[src/rtl/kvi_pkg.sv]
// Package: shared types and constants for the keyframe vec3 interpolator.
`timescale 1ns / 1ps
package kvi_pkg;

    // Field widths
    localparam int FRAME_W = 16;
    localparam int VAL_W   = 32;
    localparam int QUERY_W = 24;
    localparam int INDEX_W = 5;
    localparam int COUNT_W = 6;
    localparam int LANES   = 3;

    // Stored key: {z, y, x, frame}
    localparam int KEY_W   = FRAME_W + LANES * VAL_W;

    // Stream payload widths
    localparam int S_DATA_W = 144;
    localparam int M_DATA_W = 96;

    // Divider: quotient bits (|b - a| < 2^32, plus rounding carry)
    localparam int DIV_STEPS = 33;
    localparam int DCNT_W    = 6;
    localparam int PROD_W    = VAL_W + QUERY_W + 1;

    // Opcodes carried on tuser
    localparam logic OP_LOAD  = 1'b0;
    localparam logic OP_QUERY = 1'b1;

    // Configuration register indexes
    localparam logic REG_KEY_COUNT  = 1'b0;
    localparam logic REG_EMPTY_KIND = 1'b1;

    // 1.0 in Q16.16
    localparam logic [VAL_W-1:0] ONE_Q16 = 32'h0001_0000;

    typedef enum logic [2:0] {
        ST_IDLE,
        ST_RD,
        ST_CHK,
        ST_MUL,
        ST_DIV,
        ST_BLEND,
        ST_FIN,
        ST_OUT
    } kvi_state_t;

    typedef enum logic [1:0] {
        RES_NONE,
        RES_EMPTY,
        RES_PREV,
        RES_BLEND
    } kvi_res_t;

    typedef struct packed {
        logic     latch_query;
        logic     take_key;
        logic     start_blend;
        logic     mul;
        logic     div_step;
        kvi_res_t res_sel;
        logic     load_out;
    } kvi_cmd_t;

    typedef struct packed {
        logic hit;
        logic flat;
        logic out_busy;
    } kvi_status_t;

endpackage

[src/rtl/kvi_ctrl.sv]
// Controller: key scan sequencer, divider step count and output hand-off.
`timescale 1ns / 1ps
module kvi_ctrl
    import kvi_pkg::*;
#(
    parameter int MAX_KEYS = 32
) (
    input  logic                           clk,
    input  logic                           rst_n,
    input  logic                           s_tvalid,
    output logic                           s_tready,
    input  logic                           opcode,
    input  logic [$clog2(MAX_KEYS+1)-1:0]  key_num,
    input  kvi_status_t                    status,
    output kvi_cmd_t                       cmd,
    output logic [$clog2(MAX_KEYS)-1:0]    raddr
);

    localparam int AW = $clog2(MAX_KEYS);
    localparam int CW = $clog2(MAX_KEYS + 1);

    kvi_state_t        state_reg, state_next;
    logic [CW-1:0]     idx_reg, idx_next;
    logic [DCNT_W-1:0] dcnt_reg, dcnt_next;
    logic [CW-1:0]     idx_inc;

    assign idx_inc  = idx_reg + CW'(1);
    assign raddr    = idx_reg[AW-1:0];
    assign s_tready = (state_reg == ST_IDLE);

    // State registers
    always_ff @(posedge clk or negedge rst_n)
    begin
        if (!rst_n)
        begin
            state_reg <= ST_IDLE;
            idx_reg   <= '0;
            dcnt_reg  <= '0;
        end
        else
        begin
            state_reg <= state_next;
            idx_reg   <= idx_next;
            dcnt_reg  <= dcnt_next;
        end
    end

    // Next state and commands
    always_comb
    begin
        state_next = state_reg;
        idx_next   = idx_reg;
        dcnt_next  = dcnt_reg;
        cmd        = '{latch_query: 1'b0, take_key: 1'b0, start_blend: 1'b0, mul: 1'b0,
                       div_step: 1'b0, res_sel: RES_NONE, load_out: 1'b0};
        case (state_reg)
            ST_IDLE:
            begin
                if (s_tvalid && opcode == OP_QUERY)
                begin
                    cmd.latch_query = 1'b1;
                    idx_next        = '0;
                    if (key_num == '0)
                    begin
                        cmd.res_sel = RES_EMPTY;
                        state_next  = ST_OUT;
                    end
                    else
                    begin
                        state_next = ST_RD;
                    end
                end
            end
            ST_RD:
            begin
                state_next = ST_CHK;
            end
            ST_CHK:
            begin
                // key 0 is always taken; later keys stop the scan on a hit
                if (idx_reg != '0 && status.hit)
                begin
                    if (status.flat)
                    begin
                        cmd.res_sel = RES_PREV;
                        state_next  = ST_OUT;
                    end
                    else
                    begin
                        cmd.start_blend = 1'b1;
                        state_next      = ST_MUL;
                    end
                end
                else
                begin
                    cmd.take_key = 1'b1;
                    idx_next     = idx_inc;
                    state_next   = (idx_inc == key_num) ? ST_FIN : ST_RD;
                end
            end
            ST_MUL:
            begin
                cmd.mul    = 1'b1;
                dcnt_next  = '0;
                state_next = ST_DIV;
            end
            ST_DIV:
            begin
                cmd.div_step = 1'b1;
                dcnt_next    = dcnt_reg + DCNT_W'(1);
                if (dcnt_reg == DCNT_W'(DIV_STEPS - 1))
                begin
                    state_next = ST_BLEND;
                end
            end
            ST_BLEND:
            begin
                cmd.res_sel = RES_BLEND;
                state_next  = ST_OUT;
            end
            ST_FIN:
            begin
                cmd.res_sel = RES_PREV;
                state_next  = ST_OUT;
            end
            ST_OUT:
            begin
                if (!status.out_busy)
                begin
                    cmd.load_out = 1'b1;
                    state_next   = ST_IDLE;
                end
            end
            default:
            begin
                state_next = ST_IDLE;
            end
        endcase
    end

endmodule

[config.mk]
export PLATFORM = sky130hd
export DESIGN_NAME = kvi_ctrl
export DESIGN_NICKNAME = d
export VERILOG_FILES = /design/src/rtl/kvi_pkg.sv /design/src/rtl/kvi_ctrl.sv
export SDC_FILE = /design/constraint.sdc
export NUM_CORES = 1
export LEC_CHECK = 0
export BUFFER_PORTS_ARGS = -buffer_cell sky130_fd_sc_hd__buf_2
export CORE_UTILIZATION = 60
export CTS_BUF_LIST = sky130_fd_sc_hd__clkbuf_4 sky130_fd_sc_hd__clkbuf_8
export CTS_CLUSTER_DIAMETER = 200
export DETAILED_ROUTE_END_ITERATION = 7
export GPL_ROUTABILITY_DRIVEN = 0
export PLACE_DENSITY = 0.91
export SYNTH_ARGS = -nofsm -noshare
export SYNTH_HDL_FRONTEND = slang
export SYNTH_SLANG_ARGS = --single-unit
[constraint.sdc]
create_clock -name clk -period 4 [get_ports clk]
set_input_delay 0.4 -clock clk [delete_from_list [all_inputs] [get_ports clk]]
set_output_delay 0.4 -clock clk [all_outputs]
set_load 0.05 [all_outputs]
==> flow_summary.json <==
{
  "worst_pin_slew_ns": 0.597,
  "syn2layout_area_growth_pct": 9.02,
  "root_buffer": "clkbuf_4",
  "die_area_mm2": 0.00217,
  "clkLatencyLatePin_ns": 0.29,
  "cts_buffers": 3,
  "synthTopCellsByArea": "dfrtp_1 31%, nand2_1 4.7%, ha_1 4.2%",
  "post-route-drc-count": 0,
  "fin_nets": 174,
  "clk_path_buf_depth": 2,
  "die_w_um": 46.6,
  "grt_busiest_layer": "met2",
  "fin_worst_skew_ns": 0.00295,
  "cp-start-kind": "register",
  "outcome": "complete, but fails checks",
  "grt_pass1_vias": 939,
  "num_vias": 1118,
  "power.density_mw_per_mm2": 790,
  "met2_usage": 0.469,
  "setup_viol": 0,
  "synth_seq_area_share": 0.315,
  "syn_inst": 139,
  "endpoint_kind": "primary output",
  "synthDistinctLibCells": 50,
  "ys_ff_latch": 15,
  "hold_ws_ns": -0.00268,
  "cp_cell_sequence": "inv_1 -> ha_1 -> or4b_1 -> o21a_1 -> or2_1 -> clkinv_4 -> buf_2",
  "post-synth-top-area-cell": "dfrtp_1",
  "clock-sinks": 15,
  "min_period_ns": 2.89,
  "synth_edf_count": 0,
  "netlist.area_leader.share": 0.315,
  "htreeDepth": 1,
  "rows": 15,
  "hold_viol_final": 5,
  "drv_cap": 0,
  "rsz0062_at_grt": "false",
  "violations": "hold timing",
  "port_buffers": 26,
  "arrival_ns": 2.49,
  "slowest_stage": "dfrtp_1",
  "synth_ff_type": "dfrtp_1",
  "grtUsageTotal": 0.276,
  "power_leakage_nw": 0.595,
  "crit_type": "reg -> out",
  "use_met1": 0.344,
  "cts_resized": 0,
  "ios": 27,
  "peakVddDrop_mv": 0.443,
  "synth_common_cells": "15 x dfrtp_1, 15 x nand2_1, 8 x o21ai_0",
  "ys_async_sr_fraction": 1.00,
  "internal-power_w": 0.000457,
  "fmax_ghz": 0.346,
  "initialDrtViolationCount": 43,
  "fin_crit_sh": 0.724,
  "power_w": 0.00103,
  "slew-limit-headroom": 0.602,
  "postCtsHoldBufs": 0,
  "p_comb_frac": 0.595,
  "antenna_left": 0,
  "drv_slew": 0,
  "finalSetupTns_ns": 0,
  "synth_fp_nets": 156,
  "wl_per_cell_um": 14.8,
  "clockPowerShare": 0.096,
  "num_antenna_cells": 0,
  "overflow": 0,
  "p_seq_frac": 0.309,
  "grt_max_degree": 22,
  "hold_path_class": "in -> async",
  "antenna_found_initial": 0,
  "synth_area_per_cell_um2": 8.58,
  "vias_per_cell": 6.18,
  "post_cts_buffers": 0,
  "routed_wl_mm": 2.68,
  "critPathMaxStageDelay_ns": 0.48,
  "core_mm2": 0.00180,
  "path_max_fanout": 8,
  "drive_gt1_frac": 0.237,
  "synth_area_mm2": 0.00119,
  "place_hpwl_mm": 2.02,
  "use_met3": 0.0353,
  "clkTransAtPathRegs_ns": 0.10,
  "switching_power_w": 0.000571,
  "cp_data_required_time_ns": 3.60,
  "chipHeight_um": 46.6,
  "initial_core_util": 0.662,
  "cts_tree": "done",
  "dr.pass1.iters": 4,
  "grt_pass1_wl_mm": 4.17,
  "synth_warnings": 0,
  "netSwitchingFraction": 0.555
}
## metal layers
metal	wire [um]	up-vias
li1	-	536
met1	1130	533
met2	1380	43
met3	122	6
met4	41	0
met5	0	-
## stage by stage
| stage | setup slack (ns) | util | hold WS, ns | instance area [um^2] | std cells |
|---|---|---|---|---|---|
| 4_1_cts | 1.10 | 0.722 | 0.00816 | 1300 | 181 |
| 2_1_floorplan | 1.09 | - | 0.104 | 1190 | 139 |
| 5_1_grt | 0.977 | 0.722 | 0.0156 | 1300 | 181 |
| 6_report | 1.11 | 0.722 | -0.00268 | 1300 | 181 |
| 3_3_place_gp | 1.33 | 0.705 | 0.322 | 1270 | 177 |
| 3_5_place_dp | 1.31 | 0.705 | 0.330 | 1270 | 177 |
## final timing paths
check	from	end	slack, ns	depth (start not counted)
worst max-delay path	idx_reg[0]	cmd[6]	1.11	7
worst min-delay path	rst_n	idx_reg[3]	-0.003	1
worst max register to register	idx_reg[0]	state_reg[2]	1.73	7
worst min register to register	dcnt_reg[5]	dcnt_reg[5]	0.50	1
max in group asynchronous	rst_n	idx_reg[2]	3.75	1
min in group clk	dcnt_reg[5]	dcnt_reg[5]	0.50	1
## cell families after synthesis
family	after synthesis	synth area share
xor gates and xnor gates	10	0.0734
adders and majority gates	4	0.0420
AOI/OAI and AO/OA	37	0.215
DFF	15	0.315
and+or+nand+nor	53	0.253
buffers and inverters	19	0.0934
muxes	1	0.00839
## cell usage in the layout (no fill, tap or decap), types with 2 or more instances in the layout
| cell | synthesis | layout |
|---|---|---|
| o21a_1 | 2 | 2 |
| nand2_1 | 15 | 15 |
| buf_2 | 1 | 26 |
| ha_1 | 4 | 4 |
| o21ai_0 | 8 | 8 |
| nand3_1 | 7 | 7 |
| dfrtp_1 | 15 | 15 |
| a21oi_1 | 7 | 7 |
| xnor2_1 | 5 | 5 |
| nor2b_1 | 2 | 2 |
| nand4_1 | 2 | 2 |
| o31ai_1 | 4 | 4 |
| inv_1 | 5 | 5 |
| xor2_1 | 5 | 5 |
| nor3_1 | 4 | 4 |
| or3_1 | 3 | 3 |
| or4_4 | 2 | 2 |
| nor2_1 | 5 | 5 |
| nand3b_1 | 2 | 2 |
| clkbuf_4 | 0 | 4 |
| a21o_1 | 2 | 2 |
| o311ai_0 | 2 | 2 |
## power groups by stage
stage | combinational, W | sequential (W) | clock, W
2_1_floorplan | 0.000598 | 0.000242 | 0
3_3_place_gp | 0.000590 | 0.000310 | 0
3_5_place_dp | 0.000610 | 0.000316 | 0
4_1_cts | 0.000612 | 0.000313 | 0.000100
5_1_grt | 0.000664 | 0.000329 | 0.000105
6_report | 0.000612 | 0.000317 | 0.0000986
## critical path, delay by kind of cell, from the launching register on
family	cells	cell delay, ns
AND/OR/NAND/NOR	2	0.82
flip-flops	1	0.48
buffers and inverters	3	0.47
AO/OA/AOI/OAI	1	0.26
adder cells (fa/ha/maj)	1	0.16
## area by class of cell
type	instances	area (um^2)
multi-input cells	105	706
fillers	143	502
flip-flops and latches	15	375
repair buffers	26	130
well taps	25	31.3
clock buffers	4	30.0
inverters	6	27.5
Power figures use the tool's default switching activity.
