<file path="config.mk">
export PLATFORM = sky130hd
export DESIGN_NAME = kvi_ram
export DESIGN_NICKNAME = d
export VERILOG_FILES = /design/src/rtl/kvi_ram.sv
export SDC_FILE = /design/constraint.sdc
export NUM_CORES = 1
export LEC_CHECK = 0
export BUFFER_PORTS_ARGS = -buffer_cell sky130_fd_sc_hd__buf_2
export CORE_AREA = 2 2 132 134
export DETAILED_ROUTE_END_ITERATION = 10
export DIE_AREA = 0 0 134 136
export HOLD_SLACK_MARGIN = 0.08
export PLACE_DENSITY = 0.78
export SLEW_MARGIN = 15
export SYNTH_ARGS = -nofsm -noshare
export SYNTH_HDL_FRONTEND = slang
export SYNTH_SLANG_ARGS = --single-unit
</file>
<file path="constraint.sdc">
create_clock -name clk -period 2.95 [get_ports clk]
set_input_delay 0.4425 -clock clk [delete_from_list [all_inputs] [get_ports clk]]
set_output_delay 0.4425 -clock clk [all_outputs]
set_load 0.02 [all_outputs]
</file>
<file path="src/rtl/kvi_ram.sv">
// Generic single-write, single-read RAM with registered read data.
`timescale 1ns / 1ps
module kvi_ram #(
    parameter int WIDTH = 8,
    parameter int DEPTH = 32
) (
    input  logic                     clk,
    input  logic                     we,
    input  logic [$clog2(DEPTH)-1:0] waddr,
    input  logic [WIDTH-1:0]         wdata,
    input  logic [$clog2(DEPTH)-1:0] raddr,
    output logic [WIDTH-1:0]         rdata
);

    logic [WIDTH-1:0] mem [DEPTH];
    logic [WIDTH-1:0] rdata_reg;

    // Write port
    always_ff @(posedge clk)
    begin
        if (we)
        begin
            mem[waddr] <= wdata;
        end
    end

    // Registered read
    always_ff @(posedge clk)
    begin
        rdata_reg <= mem[raddr];
    end

    assign rdata = rdata_reg;

endmodule

</file>
==> results.ini, run 1 <==
[timing]
fin_crit_ps=1930
finClkSkew_ps=5.80
fin_crit_sh_pct=65.6
maxSlewViolCount=0
grt_setup_unrepaired=no
setup_viol=0
tightestPinTransition_ps=954
hold_violations=0
fmaxAchievable_mhz=517
slew_headroom_pct=36.2
tns_ps=0
fin_ws_ps=1020

[clocking]
cts_setup_buffers=0
cts.path.max_buffers=3
cts_tree=done
ctsHoldBuffers=0
clk-insertion-delay-late_ps=510
cts_buffers=25
clock-root-buffer=clkbuf_16
cts.sinks=264
post_cts_resized=0
clk_pin_slew_worst_paths_ps=60
htreeDepth=1

[final_layout]
diodes=0
drive_above_1_share_pct=35.0
largest_reg_flops=256
final_core_util_pct=67.3
area_growth_pct=13.0
final_nets=490

[logic_synthesis]
synth_most_common_cell=edfxtp_1
async_flop_share_pct=0
avgSynthCellArea_um2=24.1
synthDistinctLibCells=15
synth_area_leader_cell=edfxtp_1
synth_edf_count=256
yosysTopAreaCellShare_pct=76.5
ys_seq_area_share_pct=78.1
synthFlopType=edfxtp_1
syn_inst=417
yosys-top-cells-count=edfxtp_1 (256), mux4_2 (80), nor2_1 (33)
synth_nets=437
ys_top_cells_by_area=edfxtp_1 (76%), mux4_2 (18%), dfxtp_1 (1.6%), nor2_1 (1.2%), mux2_2 (0.90%)
yosysWarnings=0
syn-cell-area_um2=10100
yosys_register_bits=264

[power_and_ir_drop]
power_frac_clock_pct=40.8
internal_power_mw=6.23
ir_drop_uv=508
sw_frac_of_total_pct=19.7
switchingPower_mw=1.53
p_total_mw=7.76
pwr-share-seq_pct=54.0
p_leak_nw=3.59
pwr-share-comb_pct=5.2
p_per_area_nw_per_um2=683

[global_route]
grt_start_max_net_pins=42
grtUsageTotal_pct=22.6
antenna_found_initial=0
grt_pass1_vias=4583
grt_pass1_wl_um=29500
grt.overflow.total=0

[worst_setup_path]
required_ps=3340
startpoint=raddr[0]
reg2reg_to=rdata[6]$_DFF_P_
regToRegSetupSlack_ps=1120
worstSetupPathType=in2reg
cp-endpoint=rdata[7]$_DFF_P_
r2r_cells=3
arrival_ps=2330
reg2reg_from=mem[29][6]$_DFFE_PP_
cp-end-kind=flip-flop
critPathLaunchType=input pin
crit_fanout=38

[routing]
wl_per_cell_um=27.6
vias=4497
remaining_drc_errors=0
drt-total-wl_um=19600
dr.first_iter.drc_count=512
first_pass_iters=5
postRouteAntennaNets=0
viasPerCell=6.32

[die]
ios=28
dieWidth_um=134
core_area_um2=16900
die_h_um=136
initial_core_util_pct=59.6
rows=48
die-area_um2=18200

[status]
outcome=completed

[placement]
place_congestion=0.766
dp_slack_ps=490
hpwlAfterDp_um=11700
place.port_buffers=27

[worst_hold_path]
hp-class=in2reg

[run]
cap_violations=0

==> stage by stage <==
| step | cells | cell area, µm² | hold WS (ps) |
|---|---|---|---|
| after floorplan | 417 | 10100 | 541 |
| after global placement | 668 | 10600 | 866 |
| after detailed placement | 668 | 10600 | 866 |
| after CTS | 711 | 11400 | 379 |
| after global routing | 711 | 11400 | 394 |
| final | 711 | 11400 | 385 |
==> per-layer routing <==
layer,up-vias,part of all wire (%),global-route usage (%)
met1,2368,41,33.5
met2,221,49,36.1
li1,1877,-,-
met5,-,0,0
met4,0,2.1,6.09
met3,31,8.3,3.47
==> cell type report <==
class	instances	area, µm²
Tap cell	225	282
Multi-Input combinational cell	133	2100
Fill cell	1005	5510
Clock inverter	14	163
Clock buffer	29	641
Timing Repair Buffer	46	330
Sequential cell	264	7850
==> power groups by stage <==
stage	registers [mW]	logic [mW]	clock network, mW
floorplan	4.28	0.222	0
detailed placement	4.27	0.402	0
finish	4.19	0.401	3.17
global route	4.19	0.426	3.34
global placement	4.26	0.391	0
CTS	4.19	0.407	3.19
==> cells in the final DEF, fill, tap and decap left out, drive strengths merged <==
cell type    n
dfxtp        8
mux2         8
nand3b       5
nand2        1
edfxtp     256
bufinv       4
clkbuf      29
or3b         3
or3          1
nor2        33
clkinv      10
mux4        80
buf         46
nand3        2
==> critical path, stage by stage <==
cell and delay (ps):
buf_4 140, buf_12 300, mux4_2 560, mux4_2 530
mux2_2 300
==> worst min path at each step <==
| stage | from | endpoint | slack (ps) | cells past startpoint |
|---|---|---|---|---|
| floorplan | wdata[0] | mem[0][0]$_DFFE_PP_ | 540 | 0 |
| global placement | rdata[5]$_DFF_P_ | rdata[5] | 870 | 1 |
| detailed placement | rdata[5]$_DFF_P_ | rdata[5] | 870 | 1 |
| CTS | raddr[3] | rdata[4]$_DFF_P_ | 380 | 2 |
| global route | raddr[3] | rdata[4]$_DFF_P_ | 390 | 2 |
| finish | raddr[3] | rdata[5]$_DFF_P_ | 390 | 2 |
==> logic make-up (layout without fill, tap and decap cells) <==
logic type,Yosys count,after routing,share of synthesized area [%]
buf+inv,20,89,1.06
flops,264,264,78.1
mux,88,88,18.8
simple gates,45,45,2.07
Power figures use the tool's default switching activity.
==> run 2: changes to the inputs <==
--- a/config.mk
+++ b/config.mk
@@ -6,11 +6,11 @@
 export NUM_CORES = 1
 export LEC_CHECK = 0
 export BUFFER_PORTS_ARGS = -buffer_cell sky130_fd_sc_hd__buf_2
-export CORE_AREA = 2 2 132 134
+export CORE_AREA = 2 2 139 141
 export DETAILED_ROUTE_END_ITERATION = 10
-export DIE_AREA = 0 0 134 136
+export DIE_AREA = 0 0 141 143
 export HOLD_SLACK_MARGIN = 0.08
-export PLACE_DENSITY = 0.78
+export PLACE_DENSITY = 0.74
 export SLEW_MARGIN = 15
 export SYNTH_ARGS = -nofsm -noshare
 export SYNTH_HDL_FRONTEND = slang
==> constraint.sdc (replaced) <==
create_clock -name clk -period 1.6 [get_ports clk]
set_input_delay 0.24 -clock clk [delete_from_list [all_inputs] [get_ports clk]]
set_output_delay 0.24 -clock clk [all_outputs]
set_load 0.02 [all_outputs]
==> run 2 against run 1 <==
  * The flow now finishes with violations (negative setup slack)
  * Clock-buffer cell count rose by 2
  * Critical path depth down 2
  * Final area rose by 3.4%
  * Core utilization shrank 4.1 points
  * Sequential power rose by 84%
  * Sequential share of layout area shrank 2.3 points
  * Global-route usage decreased by 1.4 points
  * Clock power grew 78%
  * First-iteration DRC count grew 17%
  * Cell count rose by 5.6%
  * Critical path type is now reg2reg
  * Critical endpoint is now rdata[0]$_DFF_P_
==> results.ini, run 2 (synthesis gave the netlist of run 1 again) <==
[timing]
tns_ps=-1690  ; -1690 ps
tightestPinTransition_ps=638  ; -316 ps
finClkSkew_ps=17.7  ; +11.9 ps
maxSlewViolCount=0  ; unchanged
setup_viol=8  ; +8
fmaxAchievable_mhz=546
fin_crit_ps=1830
grt_setup_unrepaired=yes
hold_violations=0  ; unchanged
fin_ws_ps=-230  ; -1250 ps
timing.hold.ws_ps=198  ; -187 ps
slew_headroom_pct=57.5  ; +21 points
fin_crit_sh_pct=114

[worst_setup_path]
cp-end-kind=flip-flop
crit_fanout=1  ; -97%
r2r_cells=3  ; unchanged
arrival_ps=2220  ; -110 ps
required_ps=1990  ; -1350 ps
critPathLaunchType=flip-flop
worstSetupPathType=reg2reg

[routing]
vias=4632  ; +3.0%
dr.first_iter.drc_count=601  ; +17%
postRouteAntennaNets=0  ; unchanged
wl_per_cell_um=27.0  ; -2.2%
remaining_drc_errors=0  ; unchanged
drt-total-wl_um=20300  ; +3.3%
first_pass_iters=5  ; unchanged
viasPerCell=6.17  ; -2.5%

[clocking]
clk-insertion-delay-late_ps=510  ; about the same
cts.sinks=264  ; unchanged
htreeDepth=1  ; unchanged
cts.path.max_buffers=3  ; unchanged
clock-root-buffer=clkbuf_16
cts_tree=done
cts_setup_buffers=0  ; unchanged
cts_buffers=25  ; unchanged
clk_pin_slew_worst_paths_ps=60  ; about the same
ctsHoldBuffers=0  ; unchanged

[global_route]
grt_pass1_wl_um=30400  ; +3.2%
grt_start_max_net_pins=34  ; -19%
grt.overflow.total=0  ; unchanged
grt_pass1_vias=4753  ; +3.7%
grtUsageTotal_pct=21.2  ; -1.4 points
antenna_found_initial=0  ; unchanged

[final_layout]
final_core_util_pct=63.2  ; -4.1 points
mostFrequentLayoutCells=edfxtp_1 (256), mux4_2 (80), buf_4 (35)
largest_reg_flops=256  ; unchanged
area_growth_pct=16.9
diodes=0  ; unchanged
drive_above_1_share_pct=40.8  ; +5.8 points
multi_input_area_um2=2140  ; +2.0%
layout_commonest_cell=edfxtp_1
final_nets=519  ; +5.9%
nFillCells=1194  ; +19%
ff_latch_area_um2=7850  ; unchanged
fin_cells=751  ; +5.6%

[placement]
place_congestion=0.806  ; +5.2%
dp.cells=706  ; +5.7%
place.port_buffers=27  ; unchanged
hpwlAfterDp_um=12600  ; +7.8%

[worst_hold_path]
hp-class=in2reg
min_path_cells=2  ; unchanged

[power_and_ir_drop]
p_per_area_nw_per_um2=1210  ; +77%
ir_drop_uv=890  ; +75%
p_leak_nw=3.78  ; +5.4%

[die]
ios=28  ; unchanged
die_h_um=143  ; +5.1%
dieWidth_um=141  ; +5.2%
die-area_um2=20200  ; +11%
rows=50  ; +4.2%
initial_core_util_pct=54.1  ; -5.5 points
core_area_um2=18600  ; +10%

[run]
cap_violations=0  ; unchanged

[status]
outcome=finished, violations left
violations=negative setup slack

run 2: cell types whose count changed in the layout (fill, tap and decap cells not counted), sizes merged:
cell / previous run / this run
buf: 46 / 75
bufinv: 4 / 2
clkbuf: 29 / 31
clkinv: 10 / 8
clkinvlp: 0 / 4
run 2: final timing paths:
| check | from | to | slack, ps |
|---|---|---|---|
| hold / removal | raddr[3] | rdata[5]$_DFF_P_ | 200 |
| setup reg to reg | mem[29][0]$_DFFE_PP_ | rdata[0]$_DFF_P_ | -230 |
| setup / recovery | mem[29][0]$_DFFE_PP_ | rdata[0]$_DFF_P_ | -230 |
| hold reg to reg | mem[23][3]$_DFFE_PP_ | rdata[3]$_DFF_P_ | 910 |
run 2: stage by stage:
step / cell area, µm² / setup WS [ps] / total power, mW
CTS: 11700 / -228 / 14.3
global route: 11700 / -266 / 14.6
finish: 11700 / -230 / 14.2
detailed placement: 10900 / -541 / 8.69
floorplan: 10200 / -237 / 8.34
global placement: 10900 / -520 / 8.67
run 2: timing repair:
action / 4_1_cts / 5_1_grt
resized for setup: 5 / 1
gates cloned: 0 / 0
setup endpoints to repair: 8 / 8
run 2: worst max-delay path: stages (launching register included):
cell and delay, ps:
edfxtp_1 350, mux4_2 530, mux4_2 540, mux2_4 280
run 2: metal layers:
layer | global-route usage [%] | wire length [µm] | share of wire [%]
met5 | 0 | 0 | 0
met2 | 31.7 | 9500 | 47
met3 | 4.59 | 2030 | 10
met1 | 32.1 | 8300 | 41
met4 | 6.53 | 436 | 2.2
run 2: area by class of cell:
type / count / share of cell area, %
Clock buffer: 31 / 5.69
Timing Repair Buffer: 75 / 5.73
Multi-Input combinational cell: 133 / 18.2
Clock inverter: 14 / 1.06
Tap cell: 234 / 2.49
Sequential cell: 264 / 66.8
run 2: power breakdown:
part / internal (mW) / switching [mW] / total, mW
logic: 0.380 / 0.451 / 0.831
clock network: 3.28 / 2.36 / 5.64
registers: 7.69 / 0.0332 / 7.72
